`config.mk`:
```
export PLATFORM = sky130hd
export DESIGN_NAME = spfp_frame
export DESIGN_NICKNAME = d
export VERILOG_FILES = /design/src/design/spfp_pkg.sv /design/src/design/spfp_frame.sv
export VERILOG_INCLUDE_DIRS = /design/src /design/src/design
export SDC_FILE = /design/constraint.sdc
export NUM_CORES = 1
export LEC_CHECK = 0
export BUFFER_PORTS_ARGS = -buffer_cell sky130_fd_sc_hd__buf_2
export CAP_MARGIN = 20
export CORE_AREA = 2 2 185 187
export DETAILED_ROUTE_END_ITERATION = 10
export DIE_AREA = 0 0 187 189
export GPL_ROUTABILITY_DRIVEN = 0
export PLACE_DENSITY = 0.67
export SETUP_SLACK_MARGIN = 0.3
export SLEW_MARGIN = 25
export SYNTH_ARGS = -nofsm -noshare
export SYNTH_HDL_FRONTEND = slang
export SYNTH_SLANG_ARGS = --single-unit
```
`constraint.sdc`:
```
create_clock -name i_clk -period 9.3 [get_ports i_clk]
set_clock_uncertainty 0.2 [all_clocks]
set_input_delay 1.86 -clock i_clk [delete_from_list [all_inputs] [get_ports i_clk]]
set_output_delay 1.86 -clock i_clk [all_outputs]
set_load 0.01 [all_outputs]
```
`src/design/assert_macros.svh`:
```
// Assertion macros shared by the subpage frame pairing RTL.
`ifndef ASSERT_MACROS_SVH
`define ASSERT_MACROS_SVH

// Check a property on every rising edge, ignored while reset is low.
`define SPFP_ASSERT(label, clk, rst_n, prop, msg) \
    label: assert property (@(posedge clk) disable iff (!rst_n) (prop)) \
        else $error(msg);

// Check that a condition never holds on a rising edge out of reset.
`define SPFP_ASSERT_NEVER(label, clk, rst_n, expr, msg) \
    `SPFP_ASSERT(label, clk, rst_n, !(expr), msg)

`endif

```
`src/design/spfp_pkg.sv`:
```
// Types, constants and codes of the subpage frame pairing block.
`default_nettype none

package spfp_pkg;

    localparam int POS_W      = 10;
    localparam int WORD_W     = 32;
    localparam int TIME_W     = 32;
    localparam int AGE_W      = 16;
    localparam int STREAK_W   = 16;
    localparam int STATUS_W   = 2;
    localparam int CFG_IDX_W  = 1;
    localparam int CFG_DATA_W = 16;

    localparam int PIXELS_DEF  = 768;
    localparam int COLUMNS_DEF = 32;

    localparam logic [AGE_W-1:0]    MAX_AGE_RST   = 16'd80;
    localparam logic [AGE_W-1:0]    GRACE_AGE_RST = 16'd160;
    localparam logic [STREAK_W-1:0] STREAK_MAX    = 16'hFFFF;

    // configuration register indexes
    localparam logic [CFG_IDX_W-1:0] REG_MAX_AGE   = 1'b0;
    localparam logic [CFG_IDX_W-1:0] REG_GRACE_AGE = 1'b1;

    // pair status codes
    localparam logic [STATUS_W-1:0] ST_COMPOSED = 2'd0;
    localparam logic [STATUS_W-1:0] ST_GRACE    = 2'd1;
    localparam logic [STATUS_W-1:0] ST_WAITING  = 2'd2;
    localparam logic [STATUS_W-1:0] ST_EXPIRED  = 2'd3;

    typedef struct packed {
        logic              subpage_id;
        logic [POS_W-1:0]  pixel_position;
        logic [WORD_W-1:0] pixel_word;
        logic [TIME_W-1:0] capture_ms;
    } t_in_word;

    typedef struct packed {
        logic [POS_W-1:0]    out_position;
        logic [WORD_W-1:0]   out_word;
        logic                frame_end;
        logic [STATUS_W-1:0] pair_status;
        logic [TIME_W-1:0]   partner_gap_ms;
        logic [STREAK_W-1:0] same_streak;
        logic [TIME_W-1:0]   merged_ms;
    } t_out_word;

    typedef struct packed {
        logic wr;
        logic rd;
    } t_store_ctl;

endpackage

`default_nettype wire

```
`src/design/spfp_frame.sv`:
```
// Frame control: subpage times, streak, pairing decision, store access and result register.
`default_nettype none

module spfp_frame #(
    parameter int PIXELS = spfp_pkg::PIXELS_DEF,
    localparam int ADDR_W = $clog2(PIXELS)
) (
    input  wire logic                          i_clk,
    input  wire logic                          i_rst_n,
    input  wire logic                          i_en,
    input  wire logic                          i_pix_valid,
    input  wire spfp_pkg::t_in_word            i_pix,
    input  wire logic                          i_owner,
    input  wire logic [spfp_pkg::AGE_W-1:0]    i_max_age,
    input  wire logic [spfp_pkg::AGE_W-1:0]    i_grace_age,
    output spfp_pkg::t_store_ctl               o_store,
    output logic      [ADDR_W-1:0]             o_addr,
    output logic      [spfp_pkg::WORD_W-1:0]   o_wdata,
    output logic                               o_res_valid,
    output spfp_pkg::t_out_word                o_res,
    output logic                               o_res_from_store
);

    `include "assert_macros.svh"

    localparam int TIME_W   = spfp_pkg::TIME_W;
    localparam int STREAK_W = spfp_pkg::STREAK_W;
    localparam int STATUS_W = spfp_pkg::STATUS_W;
    localparam int CMP_W    = spfp_pkg::POS_W + 3;

    logic [TIME_W-1:0]   r_sp_time [2];
    logic [1:0]          r_sp_valid;
    logic                r_last_valid;
    logic                r_last_id;
    logic [STREAK_W-1:0] r_streak;
    logic [STATUS_W-1:0] r_mode;
    logic [TIME_W-1:0]   r_gap;
    logic [TIME_W-1:0]   r_time;
    logic                r_open;
    logic                r_res_valid;
    spfp_pkg::t_out_word r_res;
    logic                r_from_store;

    logic                is_first;
    logic                is_last;
    logic                sp_id;
    logic                other_valid;
    logic [TIME_W-1:0]   other_time;
    logic [TIME_W-1:0]   gap_raw;
    logic [STATUS_W-1:0] open_mode;
    logic [TIME_W-1:0]   open_gap;
    logic [TIME_W-1:0]   open_time;
    logic [STREAK_W-1:0] open_streak;
    logic                open_now;
    logic                frame_live;
    logic                sub;
    logic [STATUS_W-1:0] mode_c;
    logic [TIME_W-1:0]   gap_c;
    logic [TIME_W-1:0]   time_c;
    logic [STREAK_W-1:0] streak_c;
    logic                composes;
    logic                own;
    logic                active;
    spfp_pkg::t_store_ctl store;
    logic                n_res_valid;
    spfp_pkg::t_out_word n_res;

    // decision taken when pixel 0 opens a frame
    always_comb begin
        sp_id       = i_pix.subpage_id;
        other_valid = r_sp_valid[~sp_id];
        other_time  = r_sp_time[~sp_id];
        gap_raw     = i_pix.capture_ms - other_time;
        if (!other_valid) begin
            open_mode = spfp_pkg::ST_WAITING;
        end else if (gap_raw > TIME_W'(i_max_age)) begin
            open_mode = (gap_raw > TIME_W'(i_grace_age)) ? spfp_pkg::ST_EXPIRED
                                                         : spfp_pkg::ST_GRACE;
        end else begin
            open_mode = spfp_pkg::ST_COMPOSED;
        end
        open_gap = other_valid ? gap_raw : '0;
        if (open_mode == spfp_pkg::ST_COMPOSED || open_mode == spfp_pkg::ST_GRACE) begin
            open_time = (i_pix.capture_ms >= other_time) ? i_pix.capture_ms : other_time;
        end else begin
            open_time = '0;
        end
        if (r_last_valid && (r_last_id == sp_id)) begin
            open_streak = (r_streak == spfp_pkg::STREAK_MAX) ? r_streak
                                                            : r_streak + 16'd1;
        end else begin
            open_streak = 16'd1;
        end
    end

    always_comb begin
        is_first   = i_pix.pixel_position == '0;
        is_last    = CMP_W'(i_pix.pixel_position) == CMP_W'(PIXELS - 1);
        open_now   = i_pix_valid && is_first;
        frame_live = open_now || r_open;
        sub        = open_now ? sp_id : r_last_id;
        mode_c     = open_now ? open_mode : r_mode;
        gap_c      = open_now ? open_gap : r_gap;
        time_c     = open_now ? open_time : r_time;
        streak_c   = open_now ? open_streak : r_streak;
        composes   = (mode_c == spfp_pkg::ST_COMPOSED) || (mode_c == spfp_pkg::ST_GRACE);
        own        = i_owner == sub;
        active     = i_pix_valid && frame_live;

        store.wr = i_en && active && own;
        store.rd = i_en && active && composes && !own;

        n_res_valid = active && (composes || is_last);
        n_res.partner_gap_ms = gap_c;
        n_res.same_streak    = streak_c;
        n_res.pair_status    = mode_c;
        if (composes) begin
            n_res.out_position = i_pix.pixel_position;
            n_res.out_word     = i_pix.pixel_word;
            n_res.frame_end    = is_last;
            n_res.merged_ms    = time_c;
        end else begin
            n_res.out_position = '0;
            n_res.out_word     = '0;
            n_res.frame_end    = 1'b1;
            n_res.merged_ms    = '0;
        end
    end

    always_ff @(posedge i_clk) begin
        if (!i_rst_n) begin
            r_sp_time[0] <= '0;
            r_sp_time[1] <= '0;
            r_sp_valid   <= '0;
            r_last_valid <= 1'b0;
            r_last_id    <= 1'b0;
            r_streak     <= '0;
            r_mode       <= spfp_pkg::ST_COMPOSED;
            r_gap        <= '0;
            r_time       <= '0;
            r_open       <= 1'b0;
            r_res_valid  <= 1'b0;
        end else if (i_en) begin
            r_res_valid <= n_res_valid;
            if (i_pix_valid) begin
                r_open <= frame_live && !is_last;
            end
            if (open_now) begin
                r_sp_time[sp_id]  <= i_pix.capture_ms;
                r_sp_valid[sp_id] <= 1'b1;
                // drop a partner that is past the grace window
                if (open_mode == spfp_pkg::ST_EXPIRED) begin
                    r_sp_time[~sp_id]  <= '0;
                    r_sp_valid[~sp_id] <= 1'b0;
                end
                r_last_valid <= 1'b1;
                r_last_id    <= sp_id;
                r_streak     <= open_streak;
                r_mode       <= open_mode;
                r_gap        <= open_gap;
                r_time       <= open_time;
            end
        end
    end

    always_ff @(posedge i_clk) begin
        if (i_en) begin
            r_res        <= n_res;
            r_from_store <= store.rd;
        end
    end

    assign o_store          = store;
    assign o_addr           = ADDR_W'(i_pix.pixel_position);
    assign o_wdata          = i_pix.pixel_word;
    assign o_res_valid      = r_res_valid;
    assign o_res            = r_res;
    assign o_res_from_store = r_from_store;

    `SPFP_ASSERT(a_wait_ends_frame, i_clk, i_rst_n,
        r_res_valid && (r_res.pair_status == spfp_pkg::ST_WAITING ||
        r_res.pair_status == spfp_pkg::ST_EXPIRED) |-> r_res.frame_end,
        "waiting result without frame end")
    `SPFP_ASSERT(a_open_has_streak, i_clk, i_rst_n,
        r_open |-> (r_last_valid && r_streak != '0),
        "open frame without a subpage streak")
    `SPFP_ASSERT_NEVER(a_store_rd_wr, i_clk, i_rst_n,
        o_store.wr && o_store.rd, "store read and written for one pixel")

endmodule

`default_nettype wire

```
==> qor.txt <==
grt ovf: 0
Inserted Diodes: 0
initial core utilization: 0.447
Clk Latency, worst-skew pair: 570 ps
pre-CTS setup slack: 491 ps
Max clock buf depth: 3
Max Slew Vio Count: 0
post-synthesis register bit count: 278
IO Count: 283
Clock Sinks: 278
DR WL/cell: 17.2 µm
R2R depth: 18
Avg Inst Size Synth: 8.98 µm²
DRT iter0 DRCs: 819
Crit-path slowest cell: nor4_1
CP startpoint kind: input port
final hold vios: 0
Synth area leader: edfxtp_1
R2R setup slack: 4130 ps
slew margin rel.: 0.377
Synth cell types: 67
Syn. warnings: 0
Setup WS post-layout: 661 ps
die width: 187 µm
CP peak stage delay: 460 ps
share of layout cells above drive strength 1: 0.219
Area Overhead vs Synth: 17.6%
synthesized area: 14,900 µm²
initial antenna violation count: 2
capture point of the worst path: o_store[0]
Tmin final: 8640 ps
kind of critical path: input port to output port
Final nets: 2,030
reg2reg start: r_sp_time[1][0]
Fmax achieved: 0.116 GHz
maxcap violations: 0
row cnt: 67
Worst Tran Pin Value: 934 ps
Clock Pin Slew Worst Setup and Hold Paths: 60 ps
pin count of the biggest net entering global routing: 72
CP Depth: 20
synthesized instance count: 1,655
IO Port Bufs: 282
LEAKAGE: 7.19 nW
post-synth net total: 1,833
Req. time, crit path: 7240 ps
Overall Global Routing Usage: 0.219
sequential cell area fraction in the yosys report: 0.459
CTS tree: built
routed vias: 12,500
WP data arrival: 6580 ps
pwr dens: 167 nW/µm²
DRT Wirelength: 40,000 µm
reg2reg end: o_res[106]
Tcrit/Tclk final: 0.929
Remaining DRCs: 0
CP max FO: 9
total CTS buffers: 29
EDFF count, synth: 126
dominant synthesized flop cell: dfxtp_1
number of global-route vias before repair: 11,900
critical path, cell by cell: buf_2 > buf_4 > mux2i_1 > ha_1 > nand2_1 > nor4_1 > nand2_1 > o211ai_1 > xor2_1 > ha_1 > nor2b_1 > o21ai_0 > o21ai_0 > o31ai_1 > a221oi_1 > nor2_1 > and2_1 > a41oi_4 > nor4b_4 > buf_2
unrepaired setup endpoints after global routing: false
worst-case vdd ir drop: 0.143 mV
final setup vio count: 0
hold crit path type: flip-flop to flip-flop
Setup TNS Final: 0 ps
root buffer cell: clkbuf_16
Antenna Nets Post-Route: 0
launch point of the worst path: i_pix[74]
FFs w/ async S/R, synth: 0
critical path capture point type: output port
Core Box Area: 33,300 µm²
first-pass GRT wire length: 63,100 µm
Synth top area share: 0.255
critical path's top delay family: simple AND/OR/NAND/NOR gates
via-per-instance ratio: 5.38
HPWL after DPL: 29,000 µm
DIE HEIGHT: 189 µm
Die ar.: 35,300 µm²
synth top area cells: edfxtp_1 25%, dfxtp_1 20%, nand2_1 7.5%
H-tree depth: 1
status: finished clean
drt pass-1 iters: 8
Buf+Inv Stages, Crit Path: 3
==> layout by cell type, fill, tap and decap left out, types with 4 or more instances in the layout <==
| cell | Yosys | final |
|---|---|---|
| o211ai_1 | 7 | 7 |
| a21oi_1 | 130 | 129 |
| inv_1 | 70 | 70 |
| nor2b_1 | 62 | 61 |
| mux2_2 | 35 | 35 |
| and2_1 | 26 | 26 |
| and3_1 | 7 | 7 |
| and4_1 | 9 | 9 |
| a211oi_2 | 2 | 4 |
| buf_2 | 6 | 280 |
| o21a_1 | 18 | 18 |
| nand2b_1 | 6 | 6 |
| or3_1 | 4 | 4 |
| nand3_1 | 89 | 88 |
| a211o_1 | 4 | 4 |
| dfxtp_1 | 152 | 152 |
| nor2_1 | 52 | 51 |
| a211oi_1 | 6 | 4 |
| xor2_1 | 21 | 20 |
| o21ai_0 | 118 | 118 |
| nor4_1 | 4 | 4 |
| ha_1 | 65 | 64 |
| clkbuf_16 | 0 | 29 |
| a21o_1 | 18 | 18 |
| clkbuf_1 | 89 | 5 |
| bufinv_16 | 0 | 7 |
| edfxtp_1 | 126 | 126 |
| o31ai_1 | 12 | 12 |
| mux2i_1 | 37 | 35 |
| nand2_1 | 299 | 298 |
| a21boi_0 | 18 | 18 |
| nor3_1 | 27 | 27 |
| buf_4 | 42 | 27 |
| xnor2_1 | 16 | 16 |
| nand4_1 | 23 | 23 |
==> worst reg2reg max path, cell delays in order (launching register included) <==
cell and delay [ps]:
dfxtp_1 340, mux2_2 170, ha_1 150, inv_1 50
fa_1 400, a21o_1 210, a221o_1 370, a211o_1 340
xor2_1 200, ha_1 310, nand4_1 100, nor3_1 320
o31ai_1 140, a221oi_1 390, nor2_1 100, and2_1 220
a41oi_4 280, buf_4 420, nor2b_1 190
==> layout make-up <==
class                      instances  area, µm²
clock inverter                    17        285
fill                            3052      15800
sequential                       278       6830
timing repair buffer             308       1620
clock buffer                      37        786
multi-input combinational       1165       7150
tap                              448        561
inverter                          70        263
==> state kept, by name (all words and copies together) (netlist names) <==
name	flops
r_last_valid	1
r_last_id	1
r_open	1
r_gap	32
o_res	125
r_mode	2
o_res_valid	1
r_time	32
r_streak	16
o_res_from_store	1
r_sp_valid	2
r_sp_time	64
==> how the worst min path moves through the flow <==
stage | startpoint | endpoint | cells after the start | slack, ps
finish | r_time[17] | r_time[17] | 2 | 260
global route | r_gap[17] | r_gap[17] | 2 | 280
CTS | r_time[1] | r_time[1] | 2 | 260
detailed placement | r_time[1] | r_time[1] | 2 | 240
global placement | r_time[4] | r_time[4] | 2 | 230
floorplan | r_time[0] | r_time[0] | 2 | 220
==> power breakdown <==
group	switching [mW]	leakage [nW]	internal, mW	total (mW)
registers	0.00703	2.49	1.30	1.31
clock network	0.497	0.517	0.795	1.29
logic	0.198	4.18	0.126	0.324
==> per-stage QoR <==
step | area (µm²) | instances | power, mW | util | hold slack (ps)
after floorplan | 14900 | 1655 | 1.53 | - | 225
after detailed placement | 16400 | 2267 | 1.66 | 0.492 | 243
after global routing | 17500 | 2323 | 3.03 | 0.525 | 284
final | 17500 | 2323 | 2.93 | 0.525 | 256
after CTS | 17400 | 2321 | 2.95 | 0.524 | 258
after global placement | 16400 | 2267 | 1.65 | 0.492 | 234
==> timing repair <==
action / CTS / global route
setup endpoints to repair: 0 / 1
resized for setup: 0 / 5
buffers inserted: 0 / 2
hold buffers: 0 / 0
==> synthesized netlist by cell type, types with 4 or more instances <==
cell,n
nand3_1,89
or3_1,4
buf_1,5
and4_1,9
ha_1,65
a211o_1,4
nor4_1,4
inv_1,70
nor2b_1,62
mux2i_1,37
xor2_1,21
o21ai_0,118
a21oi_1,130
clkbuf_1,89
a21o_1,18
and3_1,7
a21boi_0,18
xnor2_1,16
a211oi_1,6
o31ai_1,12
buf_2,6
mux2_2,35
o211ai_1,7
nand4_1,23
o21a_1,18
and2_1,26
edfxtp_1,126
dfxtp_1,152
nor3_1,27
nor2_1,52
nand2_1,299
nand2b_1,6
buf_4,42
==> logic make-up after synthesis <==
group / after synthesis / synth area share
and+or+nand+nor: 622 / 0.198
AOI/OAI and AO/OA: 368 / 0.149
DFF: 278 / 0.459
buffers and inverters: 212 / 0.0646
muxes: 72 / 0.0514
adders and majority gates: 66 / 0.0561
xor gates and xnor gates: 37 / 0.0218
==> layer usage <==
layer  vias up  part of all wire  GRT usage
met5         -           0.00027          0
met4         2             0.033     0.0730
met3        77             0.053     0.0308
met2       383              0.47      0.366
met1      5898              0.45      0.294
li1       6147                 -          -
(Power assumes the default switching activity.)
