## config.mk

```make
export PLATFORM = sky130hd
export DESIGN_NAME = spfp_decode
export DESIGN_NICKNAME = d
export VERILOG_FILES = /design/src/design/assert_macros.svh /design/src/design/spfp_pkg.sv /design/src/design/spfp_decode.sv
export SDC_FILE = /design/constraint.sdc
export NUM_CORES = 1
export LEC_CHECK = 0
export BUFFER_PORTS_ARGS = -buffer_cell sky130_fd_sc_hd__buf_2
export CELL_PAD_IN_SITES_DETAIL_PLACEMENT = 0
export CELL_PAD_IN_SITES_GLOBAL_PLACEMENT = 1
export CORE_UTILIZATION = 45
export DETAILED_ROUTE_END_ITERATION = 10
export PLACE_DENSITY = 0.83
export SYNTH_ARGS = -nofsm -noshare
export SYNTH_HDL_FRONTEND = slang
export SYNTH_SLANG_ARGS = --single-unit
```

## constraint.sdc

```tcl
create_clock -name i_clk -period 1.1 [get_ports i_clk]
set_input_delay 0 -clock i_clk [delete_from_list [all_inputs] [get_ports i_clk]]
set_output_delay 0 -clock i_clk [all_outputs]
set_load 0.05 [all_outputs]
```

## src/design/assert_macros.svh

```systemverilog
// Assertion macros shared by the subpage frame pairing RTL.
`ifndef ASSERT_MACROS_SVH
`define ASSERT_MACROS_SVH

// Check a property on every rising edge, ignored while reset is low.
`define SPFP_ASSERT(label, clk, rst_n, prop, msg) \
    label: assert property (@(posedge clk) disable iff (!rst_n) (prop)) \
        else $error(msg);

// Check that a condition never holds on a rising edge out of reset.
`define SPFP_ASSERT_NEVER(label, clk, rst_n, expr, msg) \
    `SPFP_ASSERT(label, clk, rst_n, !(expr), msg)

`endif

```

## src/design/spfp_pkg.sv

```systemverilog
// Types, constants and codes of the subpage frame pairing block.
`default_nettype none

package spfp_pkg;

    localparam int POS_W      = 10;
    localparam int WORD_W     = 32;
    localparam int TIME_W     = 32;
    localparam int AGE_W      = 16;
    localparam int STREAK_W   = 16;
    localparam int STATUS_W   = 2;
    localparam int CFG_IDX_W  = 1;
    localparam int CFG_DATA_W = 16;

    localparam int PIXELS_DEF  = 768;
    localparam int COLUMNS_DEF = 32;

    localparam logic [AGE_W-1:0]    MAX_AGE_RST   = 16'd80;
    localparam logic [AGE_W-1:0]    GRACE_AGE_RST = 16'd160;
    localparam logic [STREAK_W-1:0] STREAK_MAX    = 16'hFFFF;

    // configuration register indexes
    localparam logic [CFG_IDX_W-1:0] REG_MAX_AGE   = 1'b0;
    localparam logic [CFG_IDX_W-1:0] REG_GRACE_AGE = 1'b1;

    // pair status codes
    localparam logic [STATUS_W-1:0] ST_COMPOSED = 2'd0;
    localparam logic [STATUS_W-1:0] ST_GRACE    = 2'd1;
    localparam logic [STATUS_W-1:0] ST_WAITING  = 2'd2;
    localparam logic [STATUS_W-1:0] ST_EXPIRED  = 2'd3;

    typedef struct packed {
        logic              subpage_id;
        logic [POS_W-1:0]  pixel_position;
        logic [WORD_W-1:0] pixel_word;
        logic [TIME_W-1:0] capture_ms;
    } t_in_word;

    typedef struct packed {
        logic [POS_W-1:0]    out_position;
        logic [WORD_W-1:0]   out_word;
        logic                frame_end;
        logic [STATUS_W-1:0] pair_status;
        logic [TIME_W-1:0]   partner_gap_ms;
        logic [STREAK_W-1:0] same_streak;
        logic [TIME_W-1:0]   merged_ms;
    } t_out_word;

    typedef struct packed {
        logic wr;
        logic rd;
    } t_store_ctl;

endpackage

`default_nettype wire

```

## src/design/spfp_decode.sv

```systemverilog
// Input register, range check and checkerboard owner decode of the pixel position.
`default_nettype none

module spfp_decode #(
    parameter int PIXELS  = spfp_pkg::PIXELS_DEF,
    parameter int COLUMNS = spfp_pkg::COLUMNS_DEF
) (
    input  wire logic              i_clk,
    input  wire logic              i_rst_n,
    input  wire logic              i_en,
    input  wire logic              i_valid,
    input  wire spfp_pkg::t_in_word i_word,
    output logic                   o_valid,
    output spfp_pkg::t_in_word     o_word,
    output logic                   o_owner
);

    localparam int POS_W = spfp_pkg::POS_W;
    localparam int SH    = POS_W + 8;
    localparam int PW    = POS_W + SH;
    localparam int CMP_W = POS_W + 3;
    // floor reciprocal: the row estimate is exact or one low
    localparam logic [SH-1:0]    RECIP = SH'((1 << SH) / COLUMNS);
    localparam logic [POS_W-1:0] COLS  = POS_W'(COLUMNS);

    logic               r_s1_valid;
    spfp_pkg::t_in_word r_s1_word;
    logic               r_s2_valid;
    spfp_pkg::t_in_word r_s2_word;
    logic [POS_W-1:0]   r_s2_row;
    logic               r_s3_valid;
    spfp_pkg::t_in_word r_s3_word;
    logic               r_s3_owner;

    logic [PW-1:0]    prod;
    logic             in_range;
    logic [POS_W-1:0] row_cols;
    logic [POS_W-1:0] rem;
    logic             row_up;
    logic             n_owner;

    always_comb begin
        prod     = PW'(r_s1_word.pixel_position) * PW'(RECIP);
        in_range = CMP_W'(r_s1_word.pixel_position) < CMP_W'(PIXELS);
    end

    // fix the estimate: remainder stays below twice the column count
    always_comb begin
        row_cols = r_s2_row * COLS;
        rem      = r_s2_word.pixel_position - row_cols;
        row_up   = rem >= COLS;
        n_owner  = r_s2_row[0] ^ row_up ^ rem[0] ^ (row_up & COLS[0]);
    end

    always_ff @(posedge i_clk) begin
        if (!i_rst_n) begin
            r_s1_valid <= 1'b0;
            r_s2_valid <= 1'b0;
            r_s3_valid <= 1'b0;
        end else if (i_en) begin
            r_s1_valid <= i_valid;
            r_s2_valid <= r_s1_valid && in_range;
            r_s3_valid <= r_s2_valid;
        end
    end

    always_ff @(posedge i_clk) begin
        if (i_en) begin
            r_s1_word  <= i_word;
            r_s2_word  <= r_s1_word;
            r_s2_row   <= prod[PW-1:SH];
            r_s3_word  <= r_s2_word;
            r_s3_owner <= n_owner;
        end
    end

    assign o_valid = r_s3_valid;
    assign o_word  = r_s3_word;
    assign o_owner = r_s3_owner;

endmodule

`default_nettype wire

```

==> metrics, run 1 <==
Max Clock Skew 0.00864 ns; Mapped Avg Cell Area 29.0 um^2; peak supply drop 1430 uV; portion of the clock cycle consumed by the worst path in the final layout 100%; unrepaired setup endpoints after global routing yes; worst hold slack 0.215 ns; worst min-delay path category in -> reg; initial core utilization 46.8%; synthesized flop and latch total 229; number of sinks handled by clock tree synthesis 229; Final Instance Area 9850 um^2; Final Worst Setup Slack -0.00144 ns; number of failing setup endpoints in the final timing report 1; core region area 14800 um^2; ys async rst share 0%; deepest clock path buffer count 3; fraction of final layout cells with drive strength greater than 1 37.0%; endpoint kind of the worst setup timing path primary output; clk_lat worst skew 0.49 ns; number of antenna violations at the first check in global routing 0; gr ovfl total 0; top post-synthesis cells by area sky130_fd_sc_hd__edfxtp_1 98%, sky130_fd_sc_hd__dfxtp_1 0.87%, sky130_fd_sc_hd__mux2i_1 0.29%, sky130_fd_sc_hd__nor2b_1 0.18%, sky130_fd_sc_hd__xor2_1 0.13%; number of nets produced by synthesis 317; clock buffers created by TritonCTS 23; chip height 126 um; post-placement cell area 8020 um^2; violated checks negative setup slack; area taken by multi-input logic gates 63.8 um^2; Residual DRC 0; Die Footprint 15900 um^2; Synth warnings 0; standby leakage power 3.71 nW; number of distinct library cells after synthesis 9; post-layout instance count excluding filler cells 700; post-synthesis instance area 6910 um^2; final hold violation count 0; final estimated routing congestion in global placement 0.648; violation count after the first detailed-route iteration 278; antenna diode count 0; DP Wirelength 6.02 mm; pwr/cell area 1950 nW/um^2; type of origin of the critical path flip-flop; clock tree from TritonCTS done; cell types with the highest counts after synthesis 226 x sky130_fd_sc_hd__edfxtp_1, 3 x sky130_fd_sc_hd__dfxtp_1, 2 x sky130_fd_sc_hd__mux2i_1, 2 x sky130_fd_sc_hd__nor2b_1; EDFF count, synth 226; number of fillers in the final layout 965; max-cap violation count 0; number of global-route vias before repair 3302; wire length on met3 794 um; Storage cell area 6850 um^2; clock period minus final worst setup slack 1.10 ns; die extent in x 126 um; total power consumption of the routed design 19.2 mW; largest net degree at the start of global routing 62; kind of critical path reg -> out; H-tree depth 1; Total GRT Usage 13.7%; maximum fanout count along the critical path 1; cell-by-cell listing of the critical path buf_6; routed length per instance 15.8 um; Worst-Margin Slew 0.319 ns; total of buffers placed on input and output ports 155; Antenna Nets Post-Route 0; IO Pins 156; Mapped Cells 238; Top Metal Used met4; status complete, but fails checks; number of vias in the routed layout 3166; area fraction of the dominant cell type after synthesis 98.2%; cell family with the largest share of critical-path delay flip-flops; wire length on met2 5.55 mm; std cell rows 44; area leader, netlist sky130_fd_sc_hd__edfxtp_1; Worst Path Required 1.10 ns; # placed instances 583; clock root buffer sky130_fd_sc_hd__clkbuf_16; number of iterations in the first detailed-routing pass 4; via count normalized by instance count 4.52; Pins Over Slew Limit 0; dominant cell by count in the synthesized netlist sky130_fd_sc_hd__edfxtp_1; worst slack after detailed placement 0.268 ns; Post-layout nets 581; wire length of the first global-routing pass 16.7 mm; flop2flop setup slack 0.26 ns; clock-pin transition on the worst setup and hold timing paths 0.06 ns; highest clock frequency the design can meet 908 MHz; slowest stage cell, crit path sky130_fd_sc_hd__edfxtp_1; CP Data Arrival Time 1.10 ns; overall routed net length 11.1 mm; relative max-transition margin 78.8%; critical path's largest stage delay 0.42 ns; number of buffers and inverters on the critical path 1; signed area change from the synthesized netlist to the final layout 42.5%; met1 wire length 4.56 mm; flip-flop cell with the highest count after synthesis sky130_fd_sc_hd__edfxtp_1; sequential-to-total area share from yosys stat 99.1%
[registers in the layout, summed over array words and instances, names as in the netlist]
register    flops
o_owner         1
r_s2_word      75
o_word         75
r_s1_valid      1
r_s1_word      75
o_valid         1
r_s2_valid      1
[layout by cell type (no fill, tap or decap)]
cell type / count
sky130_fd_sc_hd__clkinv_2: 2
sky130_fd_sc_hd__buf_12: 4
sky130_fd_sc_hd__clkbuf_1: 5
sky130_fd_sc_hd__inv_6: 1
sky130_fd_sc_hd__edfxtp_1: 226
sky130_fd_sc_hd__dlygate4sd3_1: 78
sky130_fd_sc_hd__dfxtp_1: 3
sky130_fd_sc_hd__buf_8: 1
sky130_fd_sc_hd__a21boi_1: 1
sky130_fd_sc_hd__mux2i_1: 2
sky130_fd_sc_hd__clkinv_1: 4
sky130_fd_sc_hd__buf_2: 80
sky130_fd_sc_hd__clkinvlp_4: 1
sky130_fd_sc_hd__clkbuf_16: 23
sky130_fd_sc_hd__nand2_1: 1
sky130_fd_sc_hd__nand2b_1: 1
sky130_fd_sc_hd__nor2b_1: 2
sky130_fd_sc_hd__buf_4: 34
sky130_fd_sc_hd__nand3_1: 1
sky130_fd_sc_hd__bufinv_16: 2
sky130_fd_sc_hd__buf_6: 42
sky130_fd_sc_hd__xor2_1: 1
sky130_fd_sc_hd__clkinv_4: 1
[cell families after synthesis]
group / after synthesis / synth area share, %
DFF: 229 / 99.1
xor gates and xnor gates: 1 / 0.127
AOI/OAI and AO/OA: 1 / 0.109
muxes: 2 / 0.290
and+or+nand+nor: 5 / 0.398
[metrics by stage]
step | utilization [%] | setup TNS, ns
floorplan | - | 0
global placement | 54.4 | 0
detailed placement | 54.4 | 0
CTS | 65.4 | -0.0564
global route | 66.8 | -0.292
finish | 66.8 | -0.00144
[final timing paths]
| path | startpoint | end | cells past startpoint |
|---|---|---|---|
| hold reg to reg | r_s1_word[9]$_DFFE_PP_ | r_s2_word[9]$_DFFE_PP_ | 0 |
| hold / removal | i_word[23] | r_s1_word[23]$_DFFE_PP_ | 2 |
| setup reg to reg | r_s2_word[64]$_DFFE_PP_ | o_owner$_DFFE_PP_ | 1 |
| setup / recovery | o_word[71]$_DFFE_PP_ | o_word[71] | 1 |
[final cells by class]
cell class | count | share of cell area [%]
clock buffer | 28 | 6.03
timing repair buffer | 239 | 20.4
sequential | 229 | 69.5
clock inverter | 11 | 1.12
multi-input combinational | 9 | 0.648
tap | 184 | 2.34
[power breakdown]
part | internal, mW | total, mW | leakage [nW] | switching [mW]
Clock | 4.30 | 7.26 | 0.340 | 2.97
Sequential | 10.3 | 10.5 | 2.24 | 0.179
Combinational | 0.582 | 1.50 | 1.13 | 0.919
[metal layers]
metal / up-vias / track usage [%]
li1: 1493 / -
met2: 124 / 22.3
met5: - / 0
met1: 1531 / 17.6
met4: 0 / 4.68
met3: 18 / 4.29
[timing repair]
item	in CTS	in global routing
pin swaps	0	0
endpoints found under the setup margin	41	59
hold endpoints to repair	124	0
buffers inserted	0	0
hold buffers	78	0
gates resized for setup	52	97
cloned	0	0
Power figures use the tool's default switching activity.
==> inputs of run 2 (changes only) <==
--- a/config.mk
+++ b/config.mk
@@ -5,12 +5,13 @@
 export SDC_FILE = /design/constraint.sdc
 export NUM_CORES = 1
 export LEC_CHECK = 0
+export ABC_AREA = 1
 export BUFFER_PORTS_ARGS = -buffer_cell sky130_fd_sc_hd__buf_2
 export CELL_PAD_IN_SITES_DETAIL_PLACEMENT = 0
 export CELL_PAD_IN_SITES_GLOBAL_PLACEMENT = 1
 export CORE_UTILIZATION = 45
 export DETAILED_ROUTE_END_ITERATION = 10
-export PLACE_DENSITY = 0.83
+export PLACE_DENSITY = 0.84
 export SYNTH_ARGS = -nofsm -noshare
 export SYNTH_HDL_FRONTEND = slang
 export SYNTH_SLANG_ARGS = --single-unit
==> run 2 against run 1 <==
- the flow now finishes without violations
- clock skew grew 0.0027 ns
- synthesized cell count grew 2.9%
- final area shrank 1.2%
- total power shrank 1.2%
- first-iteration DRC count shrank 21%
- die area is essentially flat
- sequential power is essentially flat
- setup slack gained 0.023 ns
- flip-flop and latch count is the same
- clock-buffer cell count grew 1
- hold slack gained 0.0099 ns
- critical endpoint is now o_word[19]
- largest power group unchanged
- highest routed layer unchanged
==> metrics, run 2 <==
proportion of total power due to net switching 21.0% (-0.087 points); peak supply drop 1410 uV (-1.3%); unrepaired setup endpoints after global routing yes; flip-flop cell with the highest count after synthesis sky130_fd_sc_hd__edfxtp_1; EDFF count, synth 226 (unchanged); Final Instance Area 9730 um^2 (-1.2%); Hold Crit Start i_word[3]; via count normalized by instance count 4.47 (-1.1%); clock-pin transition on the worst setup and hold timing paths 0.06 ns (about the same); total of buffers placed on input and output ports 155 (unchanged); status finished clean; ys async rst share 0% (unchanged); cell types with the highest counts after synthesis 226 x sky130_fd_sc_hd__edfxtp_1, 6 x sky130_fd_sc_hd__nor2_1, 4 x sky130_fd_sc_hd__nand2_1; number of distinct library cells after synthesis 7 (-2); area fraction of the dominant cell type after synthesis 98.2% (about the same); top post-synthesis cells by area sky130_fd_sc_hd__edfxtp_1 98%, sky130_fd_sc_hd__dfxtp_1 0.87%, sky130_fd_sc_hd__nor2_1 0.33%, sky130_fd_sc_hd__nand2_1 0.22%, sky130_fd_sc_hd__inv_1 0.16%; sequential share of power 55.0% (+0.5 points); launching element of the worst setup path o_word[19]$_DFFE_PP_; die extent in x 126 um (about the same); initial core utilization 46.9% (about the same); overall routed net length 11.1 mm (+0.51%); area leader, netlist sky130_fd_sc_hd__edfxtp_1; post-placement cell area 8040 um^2 (+0.23%); violation count after the first detailed-route iteration 221 (-21%); number of sinks handled by clock tree synthesis 229 (unchanged); share of the core filled with cells 65.9% (-0.82 points); max-cap violation count 0 (unchanged); Pins Over Slew Limit 0 (unchanged); std cell rows 44 (unchanged); Residual DRC 0 (unchanged); worst min-delay path category in -> reg; Synth warnings 0 (unchanged); number of setup buffers added after CTS 0 (unchanged); fraction of final layout cells with drive strength greater than 1 37.5% (+0.51 points); Antenna Nets Post-Route 0 (unchanged); wire length of the first global-routing pass 16.7 mm (about the same); number of vias in the routed layout 3171 (+0.16%); maximum fanout count along the critical path 1 (unchanged); number of fillers in the final layout 969 (+0.41%); dominant cell by count in the synthesized netlist sky130_fd_sc_hd__edfxtp_1; crit path to o_word[19]; critical register-to-register path startpoint r_s2_word[64]$_DFFE_PP_; portion of total power attributed to combinational logic 7.8% (about the same); Worst-Margin Slew 0.262 ns (-0.0567 ns); cell family with the largest share of critical-path delay flip-flops; Total GRT Usage 13.8% (+0.098 points); cell-by-cell listing of the critical path buf_6; synthesized flop and latch total 229 (unchanged); routed length per instance 15.7 um (-0.76%); signed area change from the synthesized netlist to the final layout 40.7%; flop2flop setup slack 0.29 ns (+0.03 ns); Post-layout nets 589 (+1.4%); slowest stage cell, crit path sky130_fd_sc_hd__edfxtp_1; IO Pins 156 (unchanged); clk_lat worst skew 0.48 ns (about the same); portion of the clock cycle consumed by the worst path in the final layout 98.0% (-2.1 points); internal power component 15.0 mW (-1.1%); largest net degree at the start of global routing 43 (-31%); CP Data Arrival Time 1.08 ns (-0.02 ns); type of origin of the critical path flip-flop; Net Sw Power 4.00 mW (-1.6%); pwr/cell area 1950 nW/um^2 (about the same); post-synthesis instance area 6910 um^2 (about the same); critical path's largest stage delay 0.42 ns (about the same); Die Footprint 15900 um^2 (about the same); final hold violation count 0 (unchanged); Clock Power Share 37.2% (-0.5 points); number of failing setup endpoints in the final timing report 0 (-1); gr ovfl total 0 (unchanged); number of global-route vias before repair 3227 (-2.3%); Mapped Avg Cell Area 28.2 um^2 (-2.8%); kind of critical path reg -> out; Worst Path Required 1.10 ns (about the same); Max Clock Skew 0.0114 ns (+0.00275 ns); clock buffers created by TritonCTS 22 (-4.3%); Crit. path cell count 1 (unchanged); deepest clock path buffer count 3 (unchanged); clock period minus final worst setup slack 1.08 ns (-0.0234 ns); number of nets produced by synthesis 324 (+2.2%); commonest non-fill, non-tap cell in the layout sky130_fd_sc_hd__edfxtp_1; antenna diode count 0 (unchanged); relative max-transition margin 82.5% (+3.8 points); number of buffers and inverters on the critical path 1 (unchanged); number of antenna violations at the first check in global routing 0 (unchanged); clock root buffer sky130_fd_sc_hd__clkbuf_16; Mapped Cells 245 (+2.9%); endpoint kind of the worst setup timing path primary output; final estimated routing congestion in global placement 0.695 (+7.3%); r2r worst-path depth 1 (unchanged); terminus of the critical flop-to-flop path o_owner$_DFFE_PP_; standby leakage power 3.70 nW (about the same); chip height 126 um (about the same); H-tree depth 1 (unchanged); highest clock frequency the design can meet 928 MHz (+2.2%); DP Wirelength 6.34 mm (+5.4%); clock tree from TritonCTS done; number of iterations in the first detailed-routing pass 4 (unchanged); core region area 14800 um^2 (unchanged); highest-count cells in the layout ignoring fill and taps 226 x sky130_fd_sc_hd__edfxtp_1, 98 x sky130_fd_sc_hd__buf_2, 78 x sky130_fd_sc_hd__dlygate4sd3_1; sequential-to-total area share from yosys stat 99.0% (about the same)
## run 2: changes by cell type in the layout (fill, tap and decap cells not counted), sizes merged, moves of 2 or more
cell    before  now
clkinv       7    9
inv          1    3
mux2i        2    0
nand2        1    4
buf        161  163
o21ai        0    2
nor2         0    6
nor2b        2    0
## run 2: cell type report
cell class	count	area, um^2	share of cell area [%]
sequential	229	6850	70.4
timing repair buffer	241	1890	19.4
clock buffer	29	618	6.35
tap	184	230	2.37
clock inverter	10	73.8	0.759
multi-input combinational	13	56.3	0.579
inverter	3	11.3	0.116
## run 2: cells by family (layout without fill, tap and decap cells)
logic type,count (synthesis),count (layout),share of synthesized area [%]
flops,229,229,99.0
simple gates,10,10,0.543
buf+inv,3,283,0.163
compound gates,2,2,0.145
xor+xnor,1,1,0.127
## run 2: metal layers
layer	part of all wire (%)	vias to the layer above	global-route usage [%]
li1	-	1510	-
met1	40	1514	16.9
met2	50	123	23.2
met3	7.5	24	4.38
met4	2.1	0	4.89
met5	0	-	0
## run 2: per-stage QoR
step           setup TNS [ns]  setup WS (ns)  hold slack, ns  cells  total power [mW]
3_5_place_dp                0          0.148           0.178    592              11.8
2_1_floorplan               0          0.191          0.0989    245              11.2
4_1_cts              -0.00119       -0.00119           0.204    709              19.1
5_1_grt                -0.140        -0.0215           0.205    709              19.7
3_3_place_gp                0          0.253           0.177    592              11.7
6_report                    0         0.0219           0.225    709              19.0
## run 2: worst min-delay path by stage
stage / to / slack [ns] / depth (start not counted)
4_1_cts: r_s1_word[3]$_DFFE_PP_ / 0.20 / 2
3_3_place_gp: r_s1_word[11]$_DFFE_PP_ / 0.18 / 1
5_1_grt: r_s1_word[61]$_DFFE_PP_ / 0.21 / 2
6_report: r_s1_word[3]$_DFFE_PP_ / 0.22 / 2
3_5_place_dp: r_s1_word[11]$_DFFE_PP_ / 0.18 / 1
2_1_floorplan: r_s1_word[0]$_DFFE_PP_ / 0.1 / 0
## run 2: power by group through the flow
stage,clock network [mW],registers (mW),logic (mW)
2_1_floorplan,0,11.2,0.0164
3_3_place_gp,0,10.6,1.14
3_5_place_dp,0,10.6,1.16
4_1_cts,7.26,10.5,1.41
5_1_grt,7.62,10.5,1.54
6_report,7.07,10.5,1.48
## run 2: what timing repair did
| item | in CTS | in global routing |
|---|---|---|
| gates cloned | 0 | 0 |
| resized for setup | 28 | 82 |
| setup endpoints to repair | 22 | 49 |
| hold endpoints to repair | 96 | 0 |
| hold buffers | 78 | 0 |
